<file path="config.mk">
export PLATFORM = sky130hd
export DESIGN_NAME = base64_stream_encoder_core
export DESIGN_NICKNAME = d
export VERILOG_FILES = /design/src/rtl/core/b64se_pkg.sv /design/src/rtl/core/base64_stream_encoder_core.sv /design/src/rtl/core/b64se_front.sv /design/src/rtl/core/b64se_queue.sv /design/src/rtl/core/b64se_back.sv
export SDC_FILE = /design/constraint.sdc
export NUM_CORES = 1
export LEC_CHECK = 0
export BUFFER_PORTS_ARGS = -buffer_cell sky130_fd_sc_hd__clkbuf_2
export CORE_ASPECT_RATIO = 2
export CORE_MARGIN = 2
export CORE_UTILIZATION = 35
export CTS_CLUSTER_DIAMETER = 100
export DETAILED_ROUTE_END_ITERATION = 8
export PLACE_DENSITY = 0.54
export SYNTH_ARGS = -nofsm -noshare
export SYNTH_HDL_FRONTEND = slang
export SYNTH_SLANG_ARGS = --single-unit
</file>
<file path="constraint.sdc">
create_clock -name clock -period 2.2 [get_ports clock]
set_input_delay 0.55 -clock clock [delete_from_list [all_inputs] [get_ports clock]]
set_output_delay 0.55 -clock clock [all_outputs]
set_load 0.05 [all_outputs]
</file>
<file path="src/rtl/core/b64se_pkg.sv">
package b64se_pkg;

   // ASCII codes used by the alphabet
   localparam logic [7:0] CHAR_UPPER_A = 8'h41;
   localparam logic [7:0] CHAR_LOWER_A = 8'h61;
   localparam logic [7:0] CHAR_DIGIT_0 = 8'h30;
   localparam logic [7:0] CHAR_PLUS    = 8'h2B;
   localparam logic [7:0] CHAR_SLASH   = 8'h2F;
   localparam logic [7:0] PAD_CHAR     = 8'h3D;

   // sextet boundaries of the alphabet
   localparam logic [5:0] SEXTET_LOWER = 6'd26;
   localparam logic [5:0] SEXTET_DIGIT = 6'd52;
   localparam logic [5:0] SEXTET_PLUS  = 6'd62;

   // position of the next byte within a three-byte group
   typedef enum logic [1:0] {
      PH_FIRST  = 2'd0,
      PH_SECOND = 2'd1,
      PH_THIRD  = 2'd2
   } phase_type;

   // up to four characters caused by one input item
   typedef struct packed {
      logic [3:0][7:0] chars;
      logic [1:0]      last_idx;
      logic            eom;
   } entry_type;

   // queue status seen by both sides
   typedef struct packed {
      logic full;
      logic empty;
   } queue_status_type;

   // map one sextet onto the standard alphabet
   function automatic logic [7:0] sextet_to_char(input logic [5:0] v);
      logic [7:0] ch;
      logic [7:0] v8;
      v8 = {2'b00, v};
      if (v < SEXTET_LOWER) begin
         ch = CHAR_UPPER_A + v8;
      end else if (v < SEXTET_DIGIT) begin
         ch = CHAR_LOWER_A + v8 - {2'b00, SEXTET_LOWER};
      end else if (v < SEXTET_PLUS) begin
         ch = CHAR_DIGIT_0 + v8 - {2'b00, SEXTET_DIGIT};
      end else if (v == SEXTET_PLUS) begin
         ch = CHAR_PLUS;
      end else begin
         ch = CHAR_SLASH;
      end
      return ch;
   endfunction

endpackage

</file>
<file path="src/rtl/core/base64_stream_encoder_core.sv">
// channel | direction | handshake             | payload
// req     | in        | req_valid / req_ready | req_data_byte, req_final_byte
// rsp     | out       | rsp_valid / rsp_ready | rsp_code_char, rsp_last_of_item,
//         |           |                       | rsp_end_of_message
//
// One character leaves per cycle while the queue holds an item and the output
// is not stalled; an item gives 1, 2, 3 or 4 characters. The first character
// passes through the entry queue and then the output register before it is
// offered. The entry queue (QUEUE_DEPTH items) lets the input keep accepting
// while the output drains or stalls; once it is full req_ready drops until the
// last character of the head item is loaded into the output register.
// Synchronous reset empties the queue and returns to the start of a group.
module base64_stream_encoder_core #(
   parameter int QUEUE_DEPTH = 2
) (
   input  logic       clock,
   input  logic       reset,
   input  logic       req_valid,
   output logic       req_ready,
   input  logic [7:0] req_data_byte,
   input  logic       req_final_byte,
   output logic       rsp_valid,
   input  logic       rsp_ready,
   output logic [7:0] rsp_code_char,
   output logic       rsp_last_of_item,
   output logic       rsp_end_of_message
);

   b64se_pkg::queue_status_type q_stat;
   b64se_pkg::entry_type        push_entry, head_entry;
   logic                        push, pop;

   b64se_front u_front (
      .clock          (clock),
      .reset          (reset),
      .req_valid      (req_valid),
      .req_ready      (req_ready),
      .req_data_byte  (req_data_byte),
      .req_final_byte (req_final_byte),
      .q_stat         (q_stat),
      .push           (push),
      .push_entry     (push_entry)
   );

   b64se_queue #(.DEPTH(QUEUE_DEPTH)) u_queue (
      .clock      (clock),
      .reset      (reset),
      .push       (push),
      .push_entry (push_entry),
      .pop        (pop),
      .head_entry (head_entry),
      .q_stat     (q_stat)
   );

   b64se_back u_back (
      .clock              (clock),
      .reset              (reset),
      .head_entry         (head_entry),
      .q_stat             (q_stat),
      .pop                (pop),
      .rsp_valid          (rsp_valid),
      .rsp_ready          (rsp_ready),
      .rsp_code_char      (rsp_code_char),
      .rsp_last_of_item   (rsp_last_of_item),
      .rsp_end_of_message (rsp_end_of_message)
   );

endmodule

</file>
<file path="src/rtl/core/b64se_front.sv">
module b64se_front (
   input  logic                         clock,
   input  logic                         reset,
   input  logic                         req_valid,
   output logic                         req_ready,
   input  logic [7:0]                   req_data_byte,
   input  logic                         req_final_byte,
   input  b64se_pkg::queue_status_type  q_stat,
   output logic                         push,
   output b64se_pkg::entry_type         push_entry
);

   b64se_pkg::phase_type phase_ff, phase_in;
   logic [3:0]           carry_ff, carry_in;
   b64se_pkg::entry_type entry;

   assign req_ready  = !q_stat.full;
   assign push       = req_valid && req_ready;
   assign push_entry = entry;

   // split the byte into characters and advance the group position
   always_comb begin
      entry          = '0;
      entry.eom      = req_final_byte;
      phase_in       = b64se_pkg::PH_FIRST;
      carry_in       = 4'd0;
      unique case (phase_ff)
         b64se_pkg::PH_SECOND: begin
            entry.chars[0] = b64se_pkg::sextet_to_char({carry_ff[1:0], req_data_byte[7:4]});
            if (req_final_byte) begin
               entry.chars[1] = b64se_pkg::sextet_to_char({req_data_byte[3:0], 2'b00});
               entry.chars[2] = b64se_pkg::PAD_CHAR;
               entry.last_idx = 2'd2;
            end else begin
               entry.last_idx = 2'd0;
               phase_in       = b64se_pkg::PH_THIRD;
               carry_in       = req_data_byte[3:0];
            end
         end
         b64se_pkg::PH_THIRD: begin
            entry.chars[0] = b64se_pkg::sextet_to_char({carry_ff, req_data_byte[7:6]});
            entry.chars[1] = b64se_pkg::sextet_to_char(req_data_byte[5:0]);
            entry.last_idx = 2'd1;
         end
         default: begin
            entry.chars[0] = b64se_pkg::sextet_to_char(req_data_byte[7:2]);
            if (req_final_byte) begin
               entry.chars[1] = b64se_pkg::sextet_to_char({req_data_byte[1:0], 4'b0000});
               entry.chars[2] = b64se_pkg::PAD_CHAR;
               entry.chars[3] = b64se_pkg::PAD_CHAR;
               entry.last_idx = 2'd3;
            end else begin
               entry.last_idx = 2'd0;
               phase_in       = b64se_pkg::PH_SECOND;
               carry_in       = {2'b00, req_data_byte[1:0]};
            end
         end
      endcase
   end

   // group state moves only on an accepted item
   always_ff @(posedge clock) begin
      if (reset) begin
         phase_ff <= b64se_pkg::PH_FIRST;
         carry_ff <= 4'd0;
      end else if (push) begin
         phase_ff <= phase_in;
         carry_ff <= carry_in;
      end
   end

endmodule

</file>
<file path="src/rtl/core/b64se_queue.sv">
module b64se_queue #(
   parameter int DEPTH = 2
) (
   input  logic                         clock,
   input  logic                         reset,
   input  logic                         push,
   input  b64se_pkg::entry_type         push_entry,
   input  logic                         pop,
   output b64se_pkg::entry_type         head_entry,
   output b64se_pkg::queue_status_type  q_stat
);

   localparam int PTR_W = $clog2(DEPTH);
   localparam int CNT_W = $clog2(DEPTH + 1);

   b64se_pkg::entry_type entries_ff [DEPTH];
   logic [PTR_W-1:0]     wr_ptr_ff, rd_ptr_ff;
   logic [CNT_W-1:0]     count_ff;

   assign q_stat.full  = (count_ff == CNT_W'(DEPTH));
   assign q_stat.empty = (count_ff == '0);
   assign head_entry   = entries_ff[rd_ptr_ff];

   // entry storage
   always_ff @(posedge clock) begin
      if (push) begin
         entries_ff[wr_ptr_ff] <= push_entry;
      end
   end

   // pointers and fill count
   always_ff @(posedge clock) begin
      if (reset) begin
         wr_ptr_ff <= '0;
         rd_ptr_ff <= '0;
         count_ff  <= '0;
      end else begin
         if (push) begin
            wr_ptr_ff <= (wr_ptr_ff == PTR_W'(DEPTH - 1)) ? '0 : wr_ptr_ff + 1'b1;
         end
         if (pop) begin
            rd_ptr_ff <= (rd_ptr_ff == PTR_W'(DEPTH - 1)) ? '0 : rd_ptr_ff + 1'b1;
         end
         if (push && !pop) begin
            count_ff <= count_ff + 1'b1;
         end else if (pop && !push) begin
            count_ff <= count_ff - 1'b1;
         end
      end
   end

endmodule

</file>
<file path="src/rtl/core/b64se_back.sv">
module b64se_back (
   input  logic                         clock,
   input  logic                         reset,
   input  b64se_pkg::entry_type         head_entry,
   input  b64se_pkg::queue_status_type  q_stat,
   output logic                         pop,
   output logic                         rsp_valid,
   input  logic                         rsp_ready,
   output logic [7:0]                   rsp_code_char,
   output logic                         rsp_last_of_item,
   output logic                         rsp_end_of_message
);

   logic [1:0] idx_ff;
   logic       valid_ff;
   logic [7:0] char_ff;
   logic       last_ff, eom_ff;
   logic       load;
   logic       at_last;

   assign load    = !q_stat.empty && (!valid_ff || rsp_ready);
   assign at_last = (idx_ff == head_entry.last_idx);
   assign pop     = load && at_last;

   assign rsp_valid          = valid_ff;
   assign rsp_code_char      = char_ff;
   assign rsp_last_of_item   = last_ff;
   assign rsp_end_of_message = eom_ff;

   // one character per cycle out of the head item while the output is not stalled
   always_ff @(posedge clock) begin
      if (reset) begin
         valid_ff <= 1'b0;
         idx_ff   <= 2'd0;
      end else if (load) begin
         valid_ff <= 1'b1;
         idx_ff   <= at_last ? 2'd0 : idx_ff + 2'd1;
      end else if (rsp_ready) begin
         valid_ff <= 1'b0;
      end
   end

   // output payload
   always_ff @(posedge clock) begin
      if (load) begin
         char_ff <= head_entry.chars[idx_ff];
         last_ff <= at_last;
         eom_ff  <= at_last && head_entry.eom;
      end
   end

endmodule

</file>
==> impl_results.md <==
- Most frequently used flop master after synthesis: edfxtp_1
- CTS tree: built
- Area overhead of the layout relative to synthesis: 29.3%
- Detail-routed via count per cell: 5.53
- Final count of hold timing violations: 0
- Utilization of the core after routing: 0.459
- Final cycle utilization of the critical path: 0.986
- Number of instances in the synthesized netlist: 473
- Number of nets in the layout: 620
- Cell-by-cell listing of the critical path: inv_1 > ha_1 > a211o_1 > buf_4 > o21ai_2 > a211oi_1 > a211oi_1 > buf_4 > a211o_1
- Buffering stage count on the worst path with inverters included: 3
- Placed cells: 722
- Power Dens Cells: 847 nW/um^2
- Clock transition at path regs: 0.06 ns
- Share of cells above drive strength 1: 0.320
- Number of buffers created by CTS: 9
- Antenna violations before repair: 0
- Final setup vio count: 0
- Routing usage on met1: 0.178
- Run status: finished clean
- Endpoint required time on the critical path: 2.39 ns
- Library cell used as clock root buffer: clkbuf_16
- DRC violation count after routing: 0
- Pin slew with the least headroom to its limit: roughly 0.47 ns
- DIE HEIGHT: 166 microns
- Maximum VDD drop: a little over 0.7 mV
- Placer congestion estimate: 0.924
- Capturing element type of the critical path: register
- I/O pin total: 25
- Min cycle time layout: approximately 2.2 ns
- Post-synthesis sequential element count: 64
- Register-to-register setup slack: 0.03 ns
- Global-route track usage on met2: 0.390
- Path class of the lowest-slack min-delay path: reg -> reg
- Unrepaired setup endpoints after global routing: true
- Register area: 1790 sq um
- Remaining max-slew budget at the tightest pin: 0.684
- Post-Synthesis Mean Instance Area: 9.69 sq um
- Hold path endpoint: u_back.rsp_valid$_SDFFE_PP0P_
- Hold Crit Depth: 2
- Largest delay contributor family on the critical path: compound AO/OA/AOI/OAI gates
- Number of antenna repair diodes: 0
- Hold_ws: 0.501 ns
- Depth of the most critical reg-to-reg path: 9
- Overall die width: 84.9 microns
- Post-synth EDFFs: 50
- Clock sink count: 64
- Nets in the synthesized netlist: 511
- Total length of routed wires: 13.7 mm
- Global-route layer with the greatest usage: met2
- Max-slew violations: 0
- Arrival time of the worst setup path: 2.36 ns
- Count of unique library cells instantiated by Yosys: 71
- Placed cell areas: 5550 sq um
- Warnings from Yosys: 0
- Number of rows in the core area: 59
- Proportion of synthesized flip-flops having asynchronous set or reset: 0
- Post-route standard cell area excluding fillers: 5930 sq um
- Origin of the worst min-delay path: u_back.rsp_valid$_SDFFE_PP0P_
- Buffer levels on the longest clock path: 2
- Worst path max stage delay: 0.44 ns
- Floorplan core area: ~13000 sq um
- Leakage power: approximately 2.4 nW
- Clock latency on the worst-skew pair: approximately 0.33 ns
- H-tree lvl count: 3
- Area of the mapped netlist: 4580 sq um
- Placed wire-length estimate: 11.1 mm
- IO Port Bufs: 24
- Number of nets still failing antenna checks after routing: 0
- Combined area of the multi-input logic cells: 2610 sq um
- Fill cell instance count of the final layout: 1230
- Global Route Usage Sum: 0.197
- CP startpoint kind: register
- Post-synthesis sequential area ratio: 0.389
- Worst r2r src: u_front.carry_ff[0]$_SDFFE_PP0P_
- Critical-path maximum fanout: 7
- Number of cells in the finished layout apart from fillers: 739
- Via count: 4086
- Met3 Track Usage GR: 0.0189
- Maximum Capacitance Violations: 0
- Via count of the first global-routing pass: 4301
- First-pass GRT wire length: 21.5 mm
- Worst reg2reg endpoint: u_queue.entries_ff[1][6]$_DFFE_PP_
- Worst clock skew: 0.00723 ns
- Number of detailed-routing iterations run before antenna repair: 4
- Worst-path cell with the longest stage delay: a211oi_1
- Type of the worst setup path: reg -> reg
- Pin count of the biggest net entering global routing: 22
- Effective utilization at floorplan: 0.355
- Average wire per cell in the routed design: 18.5 microns
- Sum of overflow across all layers after global routing: 0
- 1st-iter DRT viols: 256
- Fmax achieved: roughly 0.46 GHz
- Area of the die: 14100 sq um
[synth_stat cells, drive strengths merged (3+ instances only)]
cell	number	area, sq um
xnor2	20	175
a21boi	4	30.0
a21o	5	46.3
edfxtp	50	1500
o21a	4	30.0
o21ai	31	159
buf	20	120
nand4	6	37.5
o31ai	3	22.5
nand2	34	130
nor3	12	70.1
o21bai	3	22.5
ha	25	313
o211ai	6	45.0
nand2b	10	62.6
mux2i	12	120
clkbuf	13	48.8
dfxtp	14	280
a211oi	8	70.1
nand3	19	100
mux4	8	180
xor2	6	52.6
o221ai	3	26.3
nor2b	12	75.1
a32oi	4	35.0
nor2	34	130
a22oi	7	52.6
a31oi	3	18.8
nor3b	3	22.5
inv	29	109
o32a	3	30.0
or3	4	25.0
a21oi	23	126
o41ai	3	26.3
[cells in the final DEF (no fill, tap or decap), types with 7 or more instances in the layout]
master     Yosys  layout
nand2b_1      10      10
inv_1         28      26
dfxtp_1       14      11
edfxtp_1      50      50
a21oi_1       22      22
nand2_1       33      33
mux4_2         8       8
clkbuf_16      0      11
buf_4          3     107
mux2i_1       12      11
clkbuf_2       0      24
o21ai_0       28      28
nor2b_1       12      12
a22oi_1        7       7
ha_1          25      20
xnor2_1       20      20
nor2_1        33      31
nand3_1       18      18
nor3_1        10      10
[how the worst max path moves through the flow]
stage | depth (start not counted) | start | endpoint | slack [ns]
floorplan | 4 | u_queue.count_ff[0]$_SDFFE_PP0P_ | u_queue.entries_ff[0][0]$_DFFE_PP_ | -0.02
global placement | 8 | req_data_byte[5] | u_queue.entries_ff[1][15]$_DFFE_PP_ | -0.36
detailed placement | 8 | req_data_byte[5] | u_queue.entries_ff[0][15]$_DFFE_PP_ | -0.37
CTS | 6 | register | u_queue.count_ff[1]$_SDFFE_PP0P_ | 0.004
global route | 10 | u_front.carry_ff[0]$_SDFFE_PP0P_ | u_queue.entries_ff[1][10]$_DFFE_PP_ | -0.02
finish | 9 | u_front.carry_ff[0]$_SDFFE_PP0P_ | u_queue.entries_ff[1][6]$_DFFE_PP_ | 0.03
[area by class of cell]
type	instances	area share
clock buffer	11	0.0465
clock inverter	5	0.00591
inverter	29	0.0188
multi-input combinational	347	0.440
sequential	64	0.301
tap	152	0.0321
timing repair buffer	131	0.156
[layer usage]
| layer | up-vias | wire length, microns |
|---|---|---|
| met2 | 113 | 8020 |
| met1 | 1941 | 4430 |
| met5 | - | 0 |
| met3 | 53 | 324 |
| met4 | 0 | 879 |
| li1 | 1979 | - |
[where the power goes]
group          switching, mW  internal [mW]
clock network          0.512          0.900
logic                   1.14          0.692
registers              0.113           1.66
[registers in the layout (all words and copies together), names as in the netlist, named ones only]
signal	count
u_queue.entries_ff	40
u_back.rsp_code_char	8
u_front.carry_ff	4
u_back.idx_ff	2
u_front.phase_ff	2
u_queue.count_ff	2
u_back.rsp_end_of_message	1
u_back.rsp_last_of_item	1
u_back.rsp_valid	1
u_queue.rd_ptr_ff	1
u_queue.wr_ptr_ff	1
[through the flow]
stage	power, mW	setup slack (ns)	TNS [ns]
after CTS	5.02	0.00400	0
final	5.02	0.0306	0
after global placement	3.57	-0.355	-4.37
after detailed placement	3.61	-0.370	-5.34
after global routing	5.27	-0.0201	-0.0402
after floorplan	3.05	-0.0229	-0.542
[logic make-up (layout without fill, tap and decap cells)]
group                    Yosys count  after routing  synth area share
XOR/XNOR                          26             26            0.0497
AO/OA/AOI/OAI                    132            132             0.207
adder cells (fa/ha/maj)           25             25            0.0683
buffers and inverters             62            176            0.0606
flip-flops                        64             64             0.389
multiplexers                      21             21            0.0680
AND/OR/NAND/NOR                  143            143             0.157
[what timing repair did]
item	4_1_cts	5_1_grt
buffers inserted	0	1
hold buffers	0	0
gates cloned	0	0
gates resized for setup	5	7
hold endpoints to repair	0	0
pin swaps	1	1
endpoints found under the setup margin	6	17
[worst min-delay path, cell delays in order (launching register included)]
cell,delay [ns]
dfxtp_1,0.31
nand2b_1,0.08
a21oi_1,0.06
Note: power is estimated with default switching activity, not from simulation.
